File: src/rtl/core/ahc_pkg.sv
// Shared types and constants of the automatic headlight controller.
package ahc_pkg;

    localparam int NUM_SW = 5;
    localparam int SW_LOCK = 0;
    localparam int SW_UNLOCK = 1;
    localparam int SW_TURN = 2;
    localparam int SW_IGN = 3;
    localparam int SW_DOOR = 4;

    localparam int CFG_IDX_W = 3;
    localparam int CFG_DATA_W = 16;
    localparam int LEVEL_W = 10;
    localparam int DT_W = 8;
    localparam int DUR_W = 16;

    localparam logic [LEVEL_W-1:0] RST_DEBOUNCE_TICKS = 10'd30;
    localparam logic [DUR_W-1:0] RST_SEQUENCE_WINDOW = 16'd4000;
    localparam logic [DUR_W-1:0] RST_COMFORT_DURATION = 16'd25000;
    localparam logic [DUR_W-1:0] RST_DOOR_HOLD_TIME = 16'd15000;
    localparam logic [DUR_W-1:0] RST_LIGHT_SETTLE_TIME = 16'd500;
    localparam logic [LEVEL_W-1:0] RST_CLEAR_THRESHOLD = 10'd750;
    localparam logic [LEVEL_W-1:0] RST_DARK_THRESHOLD = 10'd790;

    typedef enum logic [CFG_IDX_W-1:0] {
        CFG_DEBOUNCE_TICKS = 3'd0,
        CFG_SEQUENCE_WINDOW = 3'd1,
        CFG_COMFORT_DURATION = 3'd2,
        CFG_DOOR_HOLD_TIME = 3'd3,
        CFG_LIGHT_SETTLE_TIME = 3'd4,
        CFG_CLEAR_THRESHOLD = 3'd5,
        CFG_DARK_THRESHOLD = 3'd6
    } t_cfg_idx;

    typedef struct packed {
        logic sw_edge;   // newly accepted active (low) level
        logic level;     // accepted level
    } t_lane_out;

    typedef struct packed {
        logic [DUR_W-1:0] sequence_window;
        logic [DUR_W-1:0] comfort_duration;
        logic [DUR_W-1:0] door_hold_time;
        logic [DUR_W-1:0] light_settle_time;
        logic [LEVEL_W-1:0] clear_threshold;
        logic [LEVEL_W-1:0] dark_threshold;
    } t_merge_cfg;

    typedef struct packed {
        logic headlight_on;
        logic ambient_dark;
        logic comfort_active;
        logic door_hold_active;
        logic awaiting_turn;
    } t_result;

endpackage

File: src/rtl/core/ahc_debounce_lane.sv
// One switch debounce lane: tracks the raw level and accepts it once it holds.
module ahc_debounce_lane #(
    parameter int TIMER_WIDTH = 16
) (
    input  logic                           i_clk,
    input  logic                           i_rst_n,
    input  logic                           i_en,
    input  logic                           i_raw,
    input  logic [ahc_pkg::DT_W-1:0]       i_dt,
    input  logic [ahc_pkg::LEVEL_W-1:0]    i_debounce_ticks,
    output ahc_pkg::t_lane_out             o_lane
);
    import ahc_pkg::*;

    localparam int TW = TIMER_WIDTH;

    logic          r_seen, n_seen;
    logic          r_accepted, n_accepted;
    logic [TW-1:0] r_age, n_age;
    logic [TW:0]   w_sum;

    always_comb begin
        w_sum = {1'b0, r_age} + (TW+1)'(i_dt);
        n_age = w_sum[TW] ? {TW{1'b1}} : w_sum[TW-1:0];
        n_seen = r_seen;
        n_accepted = r_accepted;
        o_lane.sw_edge = 1'b0;
        // restart the age on any raw change
        if (i_raw != r_seen) begin
            n_seen = i_raw;
            n_age = '0;
        end
        if (i_raw != r_accepted && n_age >= TW'(i_debounce_ticks)) begin
            n_accepted = i_raw;
            o_lane.sw_edge = i_en && !i_raw;
        end
        o_lane.level = i_en ? n_accepted : r_accepted;
    end

    always_ff @(posedge i_clk) begin
        if (!i_rst_n) begin
            r_seen <= 1'b1;
            r_accepted <= 1'b1;
            r_age <= '0;
        end else if (i_en) begin
            r_seen <= n_seen;
            r_accepted <= n_accepted;
            r_age <= n_age;
        end
    end

endmodule

File: src/rtl/core/ahc_merge.sv
// Merge stage: sequence window, comfort and door timers, darkness verdict.
module ahc_merge #(
    parameter int TIMER_WIDTH = 16
) (
    input  logic                           i_clk,
    input  logic                           i_rst_n,
    input  logic                           i_en,
    input  logic [ahc_pkg::NUM_SW-1:0]     i_edges,
    input  logic                           i_ign_level,
    input  logic [ahc_pkg::LEVEL_W-1:0]    i_light,
    input  logic [ahc_pkg::DT_W-1:0]       i_dt,
    input  ahc_pkg::t_merge_cfg            i_cfg,
    output ahc_pkg::t_result               o_result
);
    import ahc_pkg::*;

    localparam int TW = TIMER_WIDTH;
    localparam int CW = (TW > DUR_W) ? TW : DUR_W;

    function automatic logic [TW-1:0] age_add(logic [TW-1:0] a, logic [DT_W-1:0] dt);
        logic [TW:0] s;
        s = {1'b0, a} + (TW+1)'(dt);
        return s[TW] ? {TW{1'b1}} : s[TW-1:0];
    endfunction

    function automatic logic [TW-1:0] left_sub(logic [TW-1:0] a, logic [DT_W-1:0] dt);
        logic [TW-1:0] d;
        d = TW'(dt);
        return (a > d) ? a - d : '0;
    endfunction

    // clamp a register value to the timer range
    function automatic logic [TW-1:0] clampt(logic [DUR_W-1:0] v);
        logic [CW-1:0] e;
        logic [CW-1:0] m;
        e = CW'(v);
        m = CW'({TW{1'b1}});
        return (e > m) ? TW'(m) : TW'(e);
    endfunction

    logic          r_window_open, n_window_open;
    logic [TW-1:0] r_window_age, n_window_age;
    logic          r_candidate, n_candidate;
    logic [TW-1:0] r_candidate_age, n_candidate_age;
    logic          r_verdict, n_verdict;
    logic [TW-1:0] r_comfort_left, n_comfort_left;
    logic [TW-1:0] r_door_left, n_door_left;
    logic [TW-1:0] w_seq;
    logic          w_nd;

    always_comb begin
        n_window_age = age_add(r_window_age, i_dt);
        n_candidate_age = age_add(r_candidate_age, i_dt);
        n_comfort_left = left_sub(r_comfort_left, i_dt);
        n_door_left = left_sub(r_door_left, i_dt);
        n_window_open = r_window_open;
        n_candidate = r_candidate;
        n_verdict = r_verdict;
        w_seq = clampt(i_cfg.sequence_window);

        // open the window on lock or unlock
        if (i_edges[SW_LOCK] || i_edges[SW_UNLOCK]) begin
            n_window_open = 1'b1;
            n_window_age = '0;
        end
        if (i_edges[SW_TURN] && n_window_open && n_window_age <= w_seq) begin
            n_comfort_left = clampt(i_cfg.comfort_duration);
            n_window_open = 1'b0;
        end
        if (n_window_open && n_window_age > w_seq) begin
            n_window_open = 1'b0;
        end

        // hysteresis, light test first
        w_nd = r_verdict;
        if (i_light < i_cfg.clear_threshold) begin
            w_nd = 1'b0;
        end else if (i_light > i_cfg.dark_threshold) begin
            w_nd = 1'b1;
        end
        if (w_nd != r_candidate) begin
            n_candidate = w_nd;
            n_candidate_age = '0;
        end
        if (n_candidate != r_verdict
            && CW'(n_candidate_age) >= CW'(i_cfg.light_settle_time)) begin
            n_verdict = n_candidate;
        end

        if (i_edges[SW_DOOR]) begin
            n_door_left = clampt(i_cfg.door_hold_time);
        end

        o_result.comfort_active = n_comfort_left != '0;
        o_result.door_hold_active = n_door_left != '0;
        o_result.ambient_dark = n_verdict;
        o_result.awaiting_turn = n_window_open;
        o_result.headlight_on = o_result.comfort_active
            || (n_verdict && (!i_ign_level || o_result.door_hold_active));
    end

    always_ff @(posedge i_clk) begin
        if (!i_rst_n) begin
            r_window_open <= 1'b0;
            r_window_age <= '0;
            r_candidate <= 1'b0;
            r_candidate_age <= '0;
            r_verdict <= 1'b0;
            r_comfort_left <= '0;
            r_door_left <= '0;
        end else if (i_en) begin
            r_window_open <= n_window_open;
            r_window_age <= n_window_age;
            r_candidate <= n_candidate;
            r_candidate_age <= n_candidate_age;
            r_verdict <= n_verdict;
            r_comfort_left <= n_comfort_left;
            r_door_left <= n_door_left;
        end
    end

endmodule

File: src/rtl/core/auto_headlight_controller_unit.sv
// Top level of the automatic headlight controller: lanes, merge stage, output buffer.
//
// Usage:
//   Input channel (i_in_valid / o_in_stall): one beat is one sample of the five
//   active-low switch lines, the 10-bit light reading and the milliseconds since
//   the previous sample. A beat is taken at a rising edge with valid high and
//   stall low.
//   Output channel (o_out_valid / i_out_stall): one result beat per input beat,
//   in order, carrying the lamp drive and four status flags.
//   Configuration (i_cfg_valid / o_cfg_ready): index 0..6 selects the register,
//   i_cfg_data carries the value; o_cfg_ready is always high and unknown
//   indexes are dropped. Write only while the block is idle.
// Throughput: one beat per cycle while the output is not stalled; the result of a
//   beat is registered in the output register, or parked in the skid stage while the output is held,
//   and the five debounce lanes and the merge stage update their state as the beat is taken.
// Reset (i_rst_n low, synchronous): registers return to their defaults, all
//   switches read inactive, timers clear and both channels empty.
// Stall: a result held by the receiver stays stable; one further result is
//   parked in a skid stage, and only then is o_in_stall raised.
module auto_headlight_controller_unit #(
    parameter int TIMER_WIDTH = 16
) (
    input  logic                              i_clk,
    input  logic                              i_rst_n,
    // input channel
    input  logic                              i_in_valid,
    output logic                              o_in_stall,
    input  logic                              i_lock_level,
    input  logic                              i_unlock_level,
    input  logic                              i_turn_level,
    input  logic                              i_ignition_level,
    input  logic                              i_door_level,
    input  logic [ahc_pkg::LEVEL_W-1:0]       i_light_sample,
    input  logic [ahc_pkg::DT_W-1:0]          i_ms_elapsed,
    // output channel
    output logic                              o_out_valid,
    input  logic                              i_out_stall,
    output logic                              o_headlight_on,
    output logic                              o_ambient_dark,
    output logic                              o_comfort_active,
    output logic                              o_door_hold_active,
    output logic                              o_awaiting_turn,
    // configuration write channel
    input  logic                              i_cfg_valid,
    output logic                              o_cfg_ready,
    input  logic [ahc_pkg::CFG_IDX_W-1:0]     i_cfg_index,
    input  logic [ahc_pkg::CFG_DATA_W-1:0]    i_cfg_data
);
    import ahc_pkg::*;

    // configuration registers
    logic [LEVEL_W-1:0] r_debounce_ticks;
    t_merge_cfg         r_cfg;

    logic               w_in_accept;
    logic               w_out_take;
    logic [NUM_SW-1:0]  w_raw;
    logic [NUM_SW-1:0]  w_edges;
    t_lane_out          w_lane [NUM_SW];
    t_result            w_result;

    // output register and skid stage
    t_result            r_out, n_out;
    t_result            r_skid, n_skid;
    logic               r_out_valid, n_out_valid;
    logic               r_skid_valid, n_skid_valid;

    assign o_cfg_ready = 1'b1;

    always_ff @(posedge i_clk) begin
        if (!i_rst_n) begin
            r_debounce_ticks <= RST_DEBOUNCE_TICKS;
            r_cfg.sequence_window <= RST_SEQUENCE_WINDOW;
            r_cfg.comfort_duration <= RST_COMFORT_DURATION;
            r_cfg.door_hold_time <= RST_DOOR_HOLD_TIME;
            r_cfg.light_settle_time <= RST_LIGHT_SETTLE_TIME;
            r_cfg.clear_threshold <= RST_CLEAR_THRESHOLD;
            r_cfg.dark_threshold <= RST_DARK_THRESHOLD;
        end else if (i_cfg_valid && o_cfg_ready) begin
            unique case (t_cfg_idx'(i_cfg_index))
                CFG_DEBOUNCE_TICKS: r_debounce_ticks <= i_cfg_data[LEVEL_W-1:0];
                CFG_SEQUENCE_WINDOW: r_cfg.sequence_window <= i_cfg_data;
                CFG_COMFORT_DURATION: r_cfg.comfort_duration <= i_cfg_data;
                CFG_DOOR_HOLD_TIME: r_cfg.door_hold_time <= i_cfg_data;
                CFG_LIGHT_SETTLE_TIME: r_cfg.light_settle_time <= i_cfg_data;
                CFG_CLEAR_THRESHOLD: r_cfg.clear_threshold <= i_cfg_data[LEVEL_W-1:0];
                CFG_DARK_THRESHOLD: r_cfg.dark_threshold <= i_cfg_data[LEVEL_W-1:0];
                default: begin
                    // drop writes to unknown indexes
                end
            endcase
        end
    end

    // Take a beat whenever the skid stage is free.
    assign o_in_stall = r_skid_valid;
    assign w_in_accept = i_in_valid && !o_in_stall;
    assign w_out_take = r_out_valid && !i_out_stall;

    // bit order: lock, unlock, turn, ignition, door
    assign w_raw = {i_door_level, i_ignition_level, i_turn_level, i_unlock_level, i_lock_level};

    // One debounce lane per switch, all advancing on the same beat.
    for (genvar g = 0; g < NUM_SW; g++) begin : g_lane
        ahc_debounce_lane #(
            .TIMER_WIDTH(TIMER_WIDTH)
        ) u_lane (
            .i_clk           (i_clk),
            .i_rst_n         (i_rst_n),
            .i_en            (w_in_accept),
            .i_raw           (w_raw[g]),
            .i_dt            (i_ms_elapsed),
            .i_debounce_ticks(r_debounce_ticks),
            .o_lane          (w_lane[g])
        );
        assign w_edges[g] = w_lane[g].sw_edge;
    end

    // Combine the lane edges with the timers and the darkness verdict.
    ahc_merge #(
        .TIMER_WIDTH(TIMER_WIDTH)
    ) u_merge (
        .i_clk      (i_clk),
        .i_rst_n    (i_rst_n),
        .i_en       (w_in_accept),
        .i_edges    (w_edges),
        .i_ign_level(w_lane[SW_IGN].level),
        .i_light    (i_light_sample),
        .i_dt       (i_ms_elapsed),
        .i_cfg      (r_cfg),
        .o_result   (w_result)
    );

    always_comb begin
        n_out = r_out;
        n_skid = r_skid;
        n_out_valid = r_out_valid;
        n_skid_valid = r_skid_valid;
        if (r_skid_valid) begin
            // no beat is taken here; advance the parked result once the output frees
            if (w_out_take) begin
                n_out = r_skid;
                n_skid_valid = 1'b0;
            end
        end else if (w_in_accept) begin
            if (!r_out_valid || w_out_take) begin
                n_out = w_result;
                n_out_valid = 1'b1;
            end else begin
                // receiver holds the output: park the new result
                n_skid = w_result;
                n_skid_valid = 1'b1;
            end
        end else if (w_out_take) begin
            n_out_valid = 1'b0;
        end
    end

    always_ff @(posedge i_clk) begin
        if (!i_rst_n) begin
            r_out_valid <= 1'b0;
            r_skid_valid <= 1'b0;
        end else begin
            r_out_valid <= n_out_valid;
            r_skid_valid <= n_skid_valid;
        end
    end

    always_ff @(posedge i_clk) begin
        r_out <= n_out;
        r_skid <= n_skid;
    end

    assign o_out_valid = r_out_valid;
    assign o_headlight_on = r_out.headlight_on;
    assign o_ambient_dark = r_out.ambient_dark;
    assign o_comfort_active = r_out.comfort_active;
    assign o_door_hold_active = r_out.door_hold_active;
    assign o_awaiting_turn = r_out.awaiting_turn;

    // a parked result always has one waiting ahead of it
    a_skid_behind_out: assert property (@(posedge i_clk) disable iff (!i_rst_n)
        r_skid_valid |-> r_out_valid)
        else $error("skid stage holds a result while the output register is empty");

    // the skid stage fills only behind a stalled output
    a_skid_fill: assert property (@(posedge i_clk) disable iff (!i_rst_n)
        $rose(r_skid_valid) |-> $past(r_out_valid && i_out_stall))
        else $error("skid stage filled while the output was free");

    // outside comfort mode the lamp needs darkness
    a_lamp_dark: assert property (@(posedge i_clk) disable iff (!i_rst_n)
        (o_out_valid && o_headlight_on && !o_comfort_active) |-> o_ambient_dark)
        else $error("headlight on in daylight without comfort mode");

endmodule
File: config.mk
export PLATFORM = sky130hd
export DESIGN_NAME = auto_headlight_controller_unit
export DESIGN_NICKNAME = d
export VERILOG_FILES = /design/src/rtl/core/ahc_pkg.sv /design/src/rtl/core/ahc_debounce_lane.sv /design/src/rtl/core/ahc_merge.sv /design/src/rtl/core/auto_headlight_controller_unit.sv
export SDC_FILE = /design/constraint.sdc
export NUM_CORES = 1
export LEC_CHECK = 0
export ABC_CLOCK_PERIOD_IN_PS = 11850
export BUFFER_PORTS_ARGS = -buffer_cell sky130_fd_sc_hd__buf_2
export CAP_MARGIN = 20
export CORE_UTILIZATION = 38
export CTS_BUF_LIST = sky130_fd_sc_hd__clkbuf_16
export CTS_CLUSTER_DIAMETER = 30
export DETAILED_ROUTE_END_ITERATION = 8
export SLEW_MARGIN = 20
export SYNTH_ARGS = -nofsm -noshare
export SYNTH_HDL_FRONTEND = slang
export SYNTH_SLANG_ARGS = --single-unit
File: constraint.sdc
create_clock -name i_clk -period 11.85 [get_ports i_clk]
set_clock_uncertainty 0.15 [all_clocks]
set_input_delay 0.5925 -clock i_clk [delete_from_list [all_inputs] [get_ports i_clk]]
set_output_delay 0.5925 -clock i_clk [all_outputs]
set_load 0.1 [all_outputs]
; Word-level counts from Yosys, hierarchy flattened
; Index checks and enable logic that the tools add are counted.
[word_totals]
register_bits = 263
[op_classes]
n_addsub = 9
magnitude_cmp = 15
eq_ne = 20
n_mux = 45
bitwise_logic = 2
reduce_logical = 53
[ops]
columns = cell, n
row1 = $mux 16, 21
row2 = $add 16x8->17, 7
row3 = $ge 16x10->1, 5
row4 = $gt 16x16->1 const B, 3
row5 = $gt 16x8->1, 2
row6 = $reduce_and 2->1, 16
row7 = $reduce_bool 16->1, 2
row8 = $sub 16x8->16, 2
row9 = $mux 1, 20
row10 = $mux 5, 4
row11 = $ge 16x16->1, 1
row12 = $gt 16x16->1, 1
row13 = $le 16x16->1, 1
row14 = $logic_and 1x1->1, 16
row15 = $ne 1x1->1, 12
row16 = $gt 10x10->1, 1
row17 = $lt 10x10->1, 1
row18 = $eq 3x3->1 const B, 3
row19 = $reduce_and 3->1, 3
row20 = $logic_not 1->1, 8
row21 = $eq 3x2->1 const B, 2
row22 = $reduce_bool 2->1, 3
row23 = $logic_or 1x1->1, 4
row24 = $ne 2x2->1 const B, 2
row25 = 3 further kinds, 4

; Longest topological paths before layout
[logic_depth]
word_depth = 16
ltp_mapped = 32
ltp_nobuf = 29

; Cells and area by module
; Synthesis repeated with hierarchy kept, for this count alone.
[unflattened]
hier_cells = 2289
area_unflattened_um2 = 19230.9
[modules_own_cells]
columns = mod, instances, cells_each, area_each_um2, seq_area_each_um2
row1 = ahc_merge, 1, 889, 6820.3, 1341.3
row2 = auto_headlight_controller_unit, 1, 377, 4113.9, 2222.1
row3 = ahc_debounce_lane (g_lane[1].u_lane ...), 2, 206, 1667.8, 360.3
row4 = ahc_debounce_lane (g_lane[0].u_lane ...), 2, 200, 1617.8, 360.3
row5 = ahc_debounce_lane (g_lane[3].u_lane), 1, 211, 1725.4, 360.3

; Least setup slack after synthesis
; No wires, ideal clock.
[synth_path]
path_type = input-to-reg
startpoint = in i_ms_elapsed[0] in the netlist's numbering
endpoint = reg r_out (netlist bit o_headlight_on), data pin
arrival_time_ps = 6289
required_ps = 11433
slack_ps = 5143
path_stages = 31
path_buffers = 2
cell_sequence = ha_1 fa_1 a211oi_1 o21a_1 o2bb2ai_1 nor3_1 o21ai_0 ha_1 nand2b_1 a211oi_1 o21bai_1 a41oi_1 o21ai_0 nor4b_1 o2111a_1 o31ai_1 clkbuf_1 a21oi_1 ha_1 nor2b_1 o21ai_0 nand2b_1 a21oi_1 o21ai_0 a311o_1 o211ai_1 nand3_1 or2_1 buf_6 mux2i_2 a31oi_1
[synth_lines]
columns = element, line_no
row1 = start: declaration, auto_headlight_controller_unit.sv:34  ; input logic [ahc_pkg::DT_W-1:0] i_ms_elapsed,
row2 = end signal: assignment, auto_headlight_controller_unit.sv:170  ; r_out <= n_out;
row3 = end: declaration, auto_headlight_controller_unit.sv:63  ; t_result r_out, n_out;

==> run_summary.xml <==
<?xml version="1.0" encoding="UTF-8"?>
<metrics>
  <group name="grt">
    <metric name="grt.overflow.total" unit="">0</metric>
    <metric name="maximum_number_of_pins_on_one_net_before_global_route_repair" unit="">136</metric>
    <metric name="grt_antenna_before_repair" unit="">0</metric>
    <metric name="grt.total_usage" unit="%">22.8</metric>
    <metric name="first_pass_grt_wire_length" unit="microns">86000</metric>
    <metric name="vias_in_the_first_global_route" unit="">15900</metric>
  </group>
  <group name="die">
    <metric name="die_y" unit="microns">218</metric>
    <metric name="die_x" unit="microns">218</metric>
    <metric name="dieArea" unit="sq mm">0.0476</metric>
    <metric name="core" unit="sq mm">0.0458</metric>
    <metric name="ioPinCount" unit="">55</metric>
    <metric name="initial_utilization" unit="%">38.8</metric>
    <metric name="placement_rows" unit="">78</metric>
  </group>
  <group name="detailed_routing">
    <metric name="dr_pass1_iterations" unit="">5</metric>
    <metric name="drt_iter0_drc" unit="">1169</metric>
    <metric name="route.detailed.vias_per_inst" unit="">5.59</metric>
    <metric name="drt_drc_violations_left" unit="">0</metric>
    <metric name="postRouteWirelength" unit="microns">54200</metric>
    <metric name="wire_length_per_cell" unit="microns">18.1</metric>
    <metric name="route.antenna.remaining_nets" unit="">0</metric>
    <metric name="vias_post_dr" unit="">16700</metric>
  </group>
  <group name="clock_tree">
    <metric name="worst_skew_pair.late_latency" unit="ns">0.64</metric>
    <metric name="deepest_clock_path_buffer_count" unit="">3</metric>
    <metric name="cts_root_buf" unit="">sky130_fd_sc_hd__clkbuf_16</metric>
    <metric name="cts.htree.levels" unit="">3</metric>
    <metric name="postCtsHoldBufs" unit="">0</metric>
    <metric name="worst_setup_hold_path_clk_slew" unit="ns">0.04</metric>
    <metric name="clock_sink_count" unit="">263</metric>
    <metric name="cts_buffers" unit="">74</metric>
    <metric name="postCtsSetupRepairBufs" unit="">0</metric>
    <metric name="cts_repair_resize_count" unit="">0</metric>
    <metric name="clock_tree_from_tritoncts" unit="">built</metric>
  </group>
  <group name="synthesis">
    <metric name="synth.cell_area" unit="sq mm">0.0178</metric>
    <metric name="syn_nets" unit="">2520</metric>
    <metric name="yosysSeqAreaShare" unit="%">30.2</metric>
    <metric name="post_synth_inst_count" unit="">2289</metric>
    <metric name="yosys_warnings" unit="">0</metric>
    <metric name="synth_cell_type_count" unit="">89</metric>
    <metric name="synth-edff-count" unit="">10</metric>
    <metric name="synth.avg_cell_area" unit="sq um">7.76</metric>
    <metric name="yosys-top-cells-area" unit="">sky130_fd_sc_hd__dfxtp_1 (29%), sky130_fd_sc_hd__ha_1 (12%), sky130_fd_sc_hd__nand2_1 (7.6%)</metric>
    <metric name="netlist.top_cell.by_area" unit="">sky130_fd_sc_hd__dfxtp_1</metric>
    <metric name="yosys_register_bits" unit="">263</metric>
    <metric name="postSynth.topFlopCell" unit="">sky130_fd_sc_hd__dfxtp_1</metric>
    <metric name="synthArstFlopShare" unit="%">0</metric>
    <metric name="netlist.area_leader.share" unit="%">28.5</metric>
  </group>
  <group name="sta">
    <metric name="rsz0062_at_grt" unit="">false</metric>
    <metric name="fmax" unit="MHz">128</metric>
    <metric name="setup_viol_count_final" unit="">0</metric>
    <metric name="final_period_minus_worst_setup_slack" unit="ns">7.82</metric>
    <metric name="slew_violations" unit="">0</metric>
    <metric name="minimum_setup_slack_in_the_final_design" unit="ns">4.03</metric>
    <metric name="slew-limit-headroom" unit="%">28.9</metric>
    <metric name="tns" unit="ns">0</metric>
    <metric name="final_min_period_over_clock_period" unit="%">66.0</metric>
    <metric name="final_hold_viol_count" unit="">0</metric>
    <metric name="tightestPinTransition" unit="ns">1.07</metric>
  </group>
  <group name="setup_path">
    <metric name="worst_ep_required_time" unit="ns">12.00</metric>
    <metric name="reg2reg_from" unit="">g_lane[0].u_lane.r_age[0]</metric>
    <metric name="worstPathMaxFanout" unit="">23</metric>
    <metric name="endpoint_type_of_the_worst_setup_path" unit="">flop</metric>
    <metric name="worst_r2r_endpoint" unit="">o_headlight_on</metric>
    <metric name="crit_path_launch_type" unit="">input port</metric>
    <metric name="worst_r2r_path_depth" unit="">30</metric>
    <metric name="r2r_setup_slack" unit="ns">4.03</metric>
    <metric name="critical-path-max-stage-delay" unit="ns">0.65</metric>
    <metric name="worst-endpoint-arrival" unit="ns">7.98</metric>
    <metric name="path_common_cell" unit="">sky130_fd_sc_hd__o21ai_0</metric>
    <metric name="cpMaxStageDelayCell" unit="">sky130_fd_sc_hd__or2_1</metric>
    <metric name="criticalPathCategory" unit="">input port to flop</metric>
  </group>
  <group name="power_and_ir_drop">
    <metric name="static-leakage-power" unit="nW">8.81</metric>
    <metric name="cellInternalPower" unit="mW">2.64</metric>
    <metric name="power" unit="mW">3.86</metric>
    <metric name="power.sequential.fraction" unit="%">26.1</metric>
    <metric name="swShare" unit="%">31.6</metric>
    <metric name="cellPowerDensity" unit="mW/mm^2">183</metric>
    <metric name="clk_pwr_share" unit="%">51.6</metric>
    <metric name="peakVddDrop" unit="uV">158</metric>
    <metric name="logic_pwr_share" unit="%">22.3</metric>
    <metric name="switchingPower" unit="mW">1.22</metric>
  </group>
  <group name="hold_path">
    <metric name="worstHoldEndpoint" unit="">r_cfg[49]</metric>
    <metric name="hold-path-cell-count" unit="">3</metric>
    <metric name="hold_path_startpoint" unit="">i_cfg_data[13]</metric>
    <metric name="worstHoldPathType" unit="">input port to flop</metric>
  </group>
  <group name="finish">
    <metric name="postLayoutCoreUtil" unit="%">46.0</metric>
    <metric name="drive_gt1_share" unit="%">10.1</metric>
    <metric name="ant_diodes" unit="">0</metric>
    <metric name="finish.net_count" unit="">2558</metric>
    <metric name="postLayoutCellArea" unit="sq mm">0.0211</metric>
    <metric name="syn_to_final_growth" unit="%">18.6</metric>
  </group>
  <group name="placed_design">
    <metric name="gp_routability_congestion" unit="">0.898</metric>
    <metric name="pre_cts_ws" unit="ns">3.65</metric>
    <metric name="placedInstanceArea" unit="sq mm">0.0185</metric>
    <metric name="hpwl" unit="microns">36600</metric>
    <metric name="place.port_buffers" unit="">53</metric>
  </group>
  <group name="flow_run">
    <metric name="max-cap-violations" unit="">0</metric>
  </group>
  <group name="run_status">
    <metric name="outcome" unit="">finished, final reports clean</metric>
  </group>
</metrics>
## how the worst max path moves through the flow
stage                endpoint                 startpoint  slack, ns
2_1_floorplan  o_headlight_on            i_ms_elapsed[0]       5.14
3_3_place_gp   o_headlight_on            i_ms_elapsed[0]       3.83
3_5_place_dp   o_headlight_on            i_ms_elapsed[0]       3.65
4_1_cts        o_headlight_on  g_lane[0].u_lane.r_age[0]       4.15
5_1_grt        o_headlight_on  g_lane[0].u_lane.r_age[0]       3.52
6_report       o_headlight_on            i_ms_elapsed[0]       4.03
## cells in the final DEF, fill, tap and decap left out, types with 8 or more instances in the layout
cell / n
sky130_fd_sc_hd__and3_1: 17
sky130_fd_sc_hd__nor3_1: 28
sky130_fd_sc_hd__mux2_2: 8
sky130_fd_sc_hd__a311oi_1: 8
sky130_fd_sc_hd__o21ai_1: 9
sky130_fd_sc_hd__dfxtp_1: 253
sky130_fd_sc_hd__bufinv_16: 9
sky130_fd_sc_hd__a31oi_1: 28
sky130_fd_sc_hd__buf_4: 11
sky130_fd_sc_hd__edfxtp_1: 10
sky130_fd_sc_hd__o21ai_0: 82
sky130_fd_sc_hd__ha_1: 175
sky130_fd_sc_hd__nor4_1: 20
sky130_fd_sc_hd__buf_2: 53
sky130_fd_sc_hd__a211oi_1: 46
sky130_fd_sc_hd__a21o_1: 45
sky130_fd_sc_hd__nand2b_1: 23
sky130_fd_sc_hd__o31ai_1: 11
sky130_fd_sc_hd__clkinv_1: 10
sky130_fd_sc_hd__inv_1: 134
sky130_fd_sc_hd__o21a_1: 28
sky130_fd_sc_hd__nand3_1: 66
sky130_fd_sc_hd__or2_2: 10
sky130_fd_sc_hd__xnor2_1: 50
sky130_fd_sc_hd__o211ai_1: 39
sky130_fd_sc_hd__mux2i_1: 34
sky130_fd_sc_hd__clkinv_2: 19
sky130_fd_sc_hd__or3_1: 24
sky130_fd_sc_hd__clkbuf_16: 74
sky130_fd_sc_hd__fa_1: 9
sky130_fd_sc_hd__nand4_1: 20
sky130_fd_sc_hd__a21boi_0: 12
sky130_fd_sc_hd__nor2b_1: 23
sky130_fd_sc_hd__nand2_1: 357
sky130_fd_sc_hd__a21oi_1: 266
sky130_fd_sc_hd__nor2_1: 197
sky130_fd_sc_hd__xor2_1: 32
## cells in the mapped netlist (12+ instances only)
library cell,number
sky130_fd_sc_hd__mux2i_1,34
sky130_fd_sc_hd__clkbuf_1,87
sky130_fd_sc_hd__nand4_1,20
sky130_fd_sc_hd__nor2b_1,24
sky130_fd_sc_hd__o21ai_0,82
sky130_fd_sc_hd__ha_1,175
sky130_fd_sc_hd__nand3_1,66
sky130_fd_sc_hd__o211ai_1,39
sky130_fd_sc_hd__nor3_1,29
sky130_fd_sc_hd__nor4_1,20
sky130_fd_sc_hd__o31ai_1,12
sky130_fd_sc_hd__a21o_1,45
sky130_fd_sc_hd__a21boi_0,12
sky130_fd_sc_hd__inv_1,126
sky130_fd_sc_hd__nand2b_1,23
sky130_fd_sc_hd__nand2_1,358
sky130_fd_sc_hd__a211oi_1,46
sky130_fd_sc_hd__xnor2_1,50
sky130_fd_sc_hd__a21oi_1,266
sky130_fd_sc_hd__xor2_1,33
sky130_fd_sc_hd__or3_1,24
sky130_fd_sc_hd__nor2_1,200
sky130_fd_sc_hd__a31oi_1,28
sky130_fd_sc_hd__o21a_1,28
sky130_fd_sc_hd__and3_1,17
sky130_fd_sc_hd__dfxtp_1,253
## worst max-delay path, delay by kind of cell
| kind | cells | cell delay (ns) |
|---|---|---|
| buf+inv | 2 | 0.52 |
| fa+ha+maj | 4 | 1.14 |
| mux | 1 | 0.39 |
| compound gates | 17 | 3.18 |
| simple gates | 7 | 2.14 |
## per-stage QoR
stage	hold slack, ns	instances
6_report	0.0949	2988
5_1_grt	0.111	2988
4_1_cts	0.0758	2988
3_5_place_dp	0.298	2851
3_3_place_gp	0.293	2851
2_1_floorplan	0.283	2289
## registers in the layout (all words and copies together), names as in the netlist, 5 cells and up
| register | flops |
|---|---|
| u_merge.r_candidate_age | 16 |
| u_merge.r_door_left | 16 |
| r_cfg | 84 |
| g_lane.u_lane.r_accepted | 5 |
| u_merge.r_comfort_left | 16 |
| g_lane.u_lane.r_age | 80 |
| r_debounce_ticks | 10 |
| g_lane.u_lane.r_seen | 5 |
| r_skid | 5 |
| u_merge.r_window_age | 16 |
## cells by family after synthesis
group / Yosys count / synth area share [%]
compound gates: 658 / 23.7
other cells: 1 / 0.0211
mux: 43 / 2.50
xor+xnor: 83 / 4.09
fa+ha+maj: 184 / 13.3
flops: 263 / 30.2
buf+inv: 230 / 5.02
simple gates: 827 / 21.1
## power groups by stage
| stage | combinational [mW] | sequential [mW] | clock (mW) |
|---|---|---|---|
| 6_report | 0.862 | 1.01 | 1.99 |
| 2_1_floorplan | 0.633 | 1.03 | 0 |
| 5_1_grt | 0.959 | 1.01 | 2.07 |
| 4_1_cts | 0.854 | 1.00 | 2.02 |
| 3_5_place_dp | 0.846 | 1.02 | 0 |
| 3_3_place_gp | 0.830 | 1.02 | 0 |
## final cells by class
| cell class | count | area [sq um] |
|---|---|---|
| Fill cell | 4489 | 24700 |
| Multi-Input combinational cell | 1796 | 11500 |
| Sequential cell | 263 | 5370 |
| Clock buffer | 74 | 1850 |
| Tap cell | 600 | 751 |
| Clock inverter | 63 | 709 |
| Inverter | 127 | 482 |
| Timing Repair Buffer | 65 | 368 |
## layer usage
metal,part of all wire (%),GRT usage (%),vias to the layer above
met4,2.4,8.00,0
met5,0,0,-
met2,44,36.0,472
met3,5.6,3.84,100
met1,48,31.2,7868
li1,-,-,8253
No activity file was read; power rests on OpenSTA's default activity.
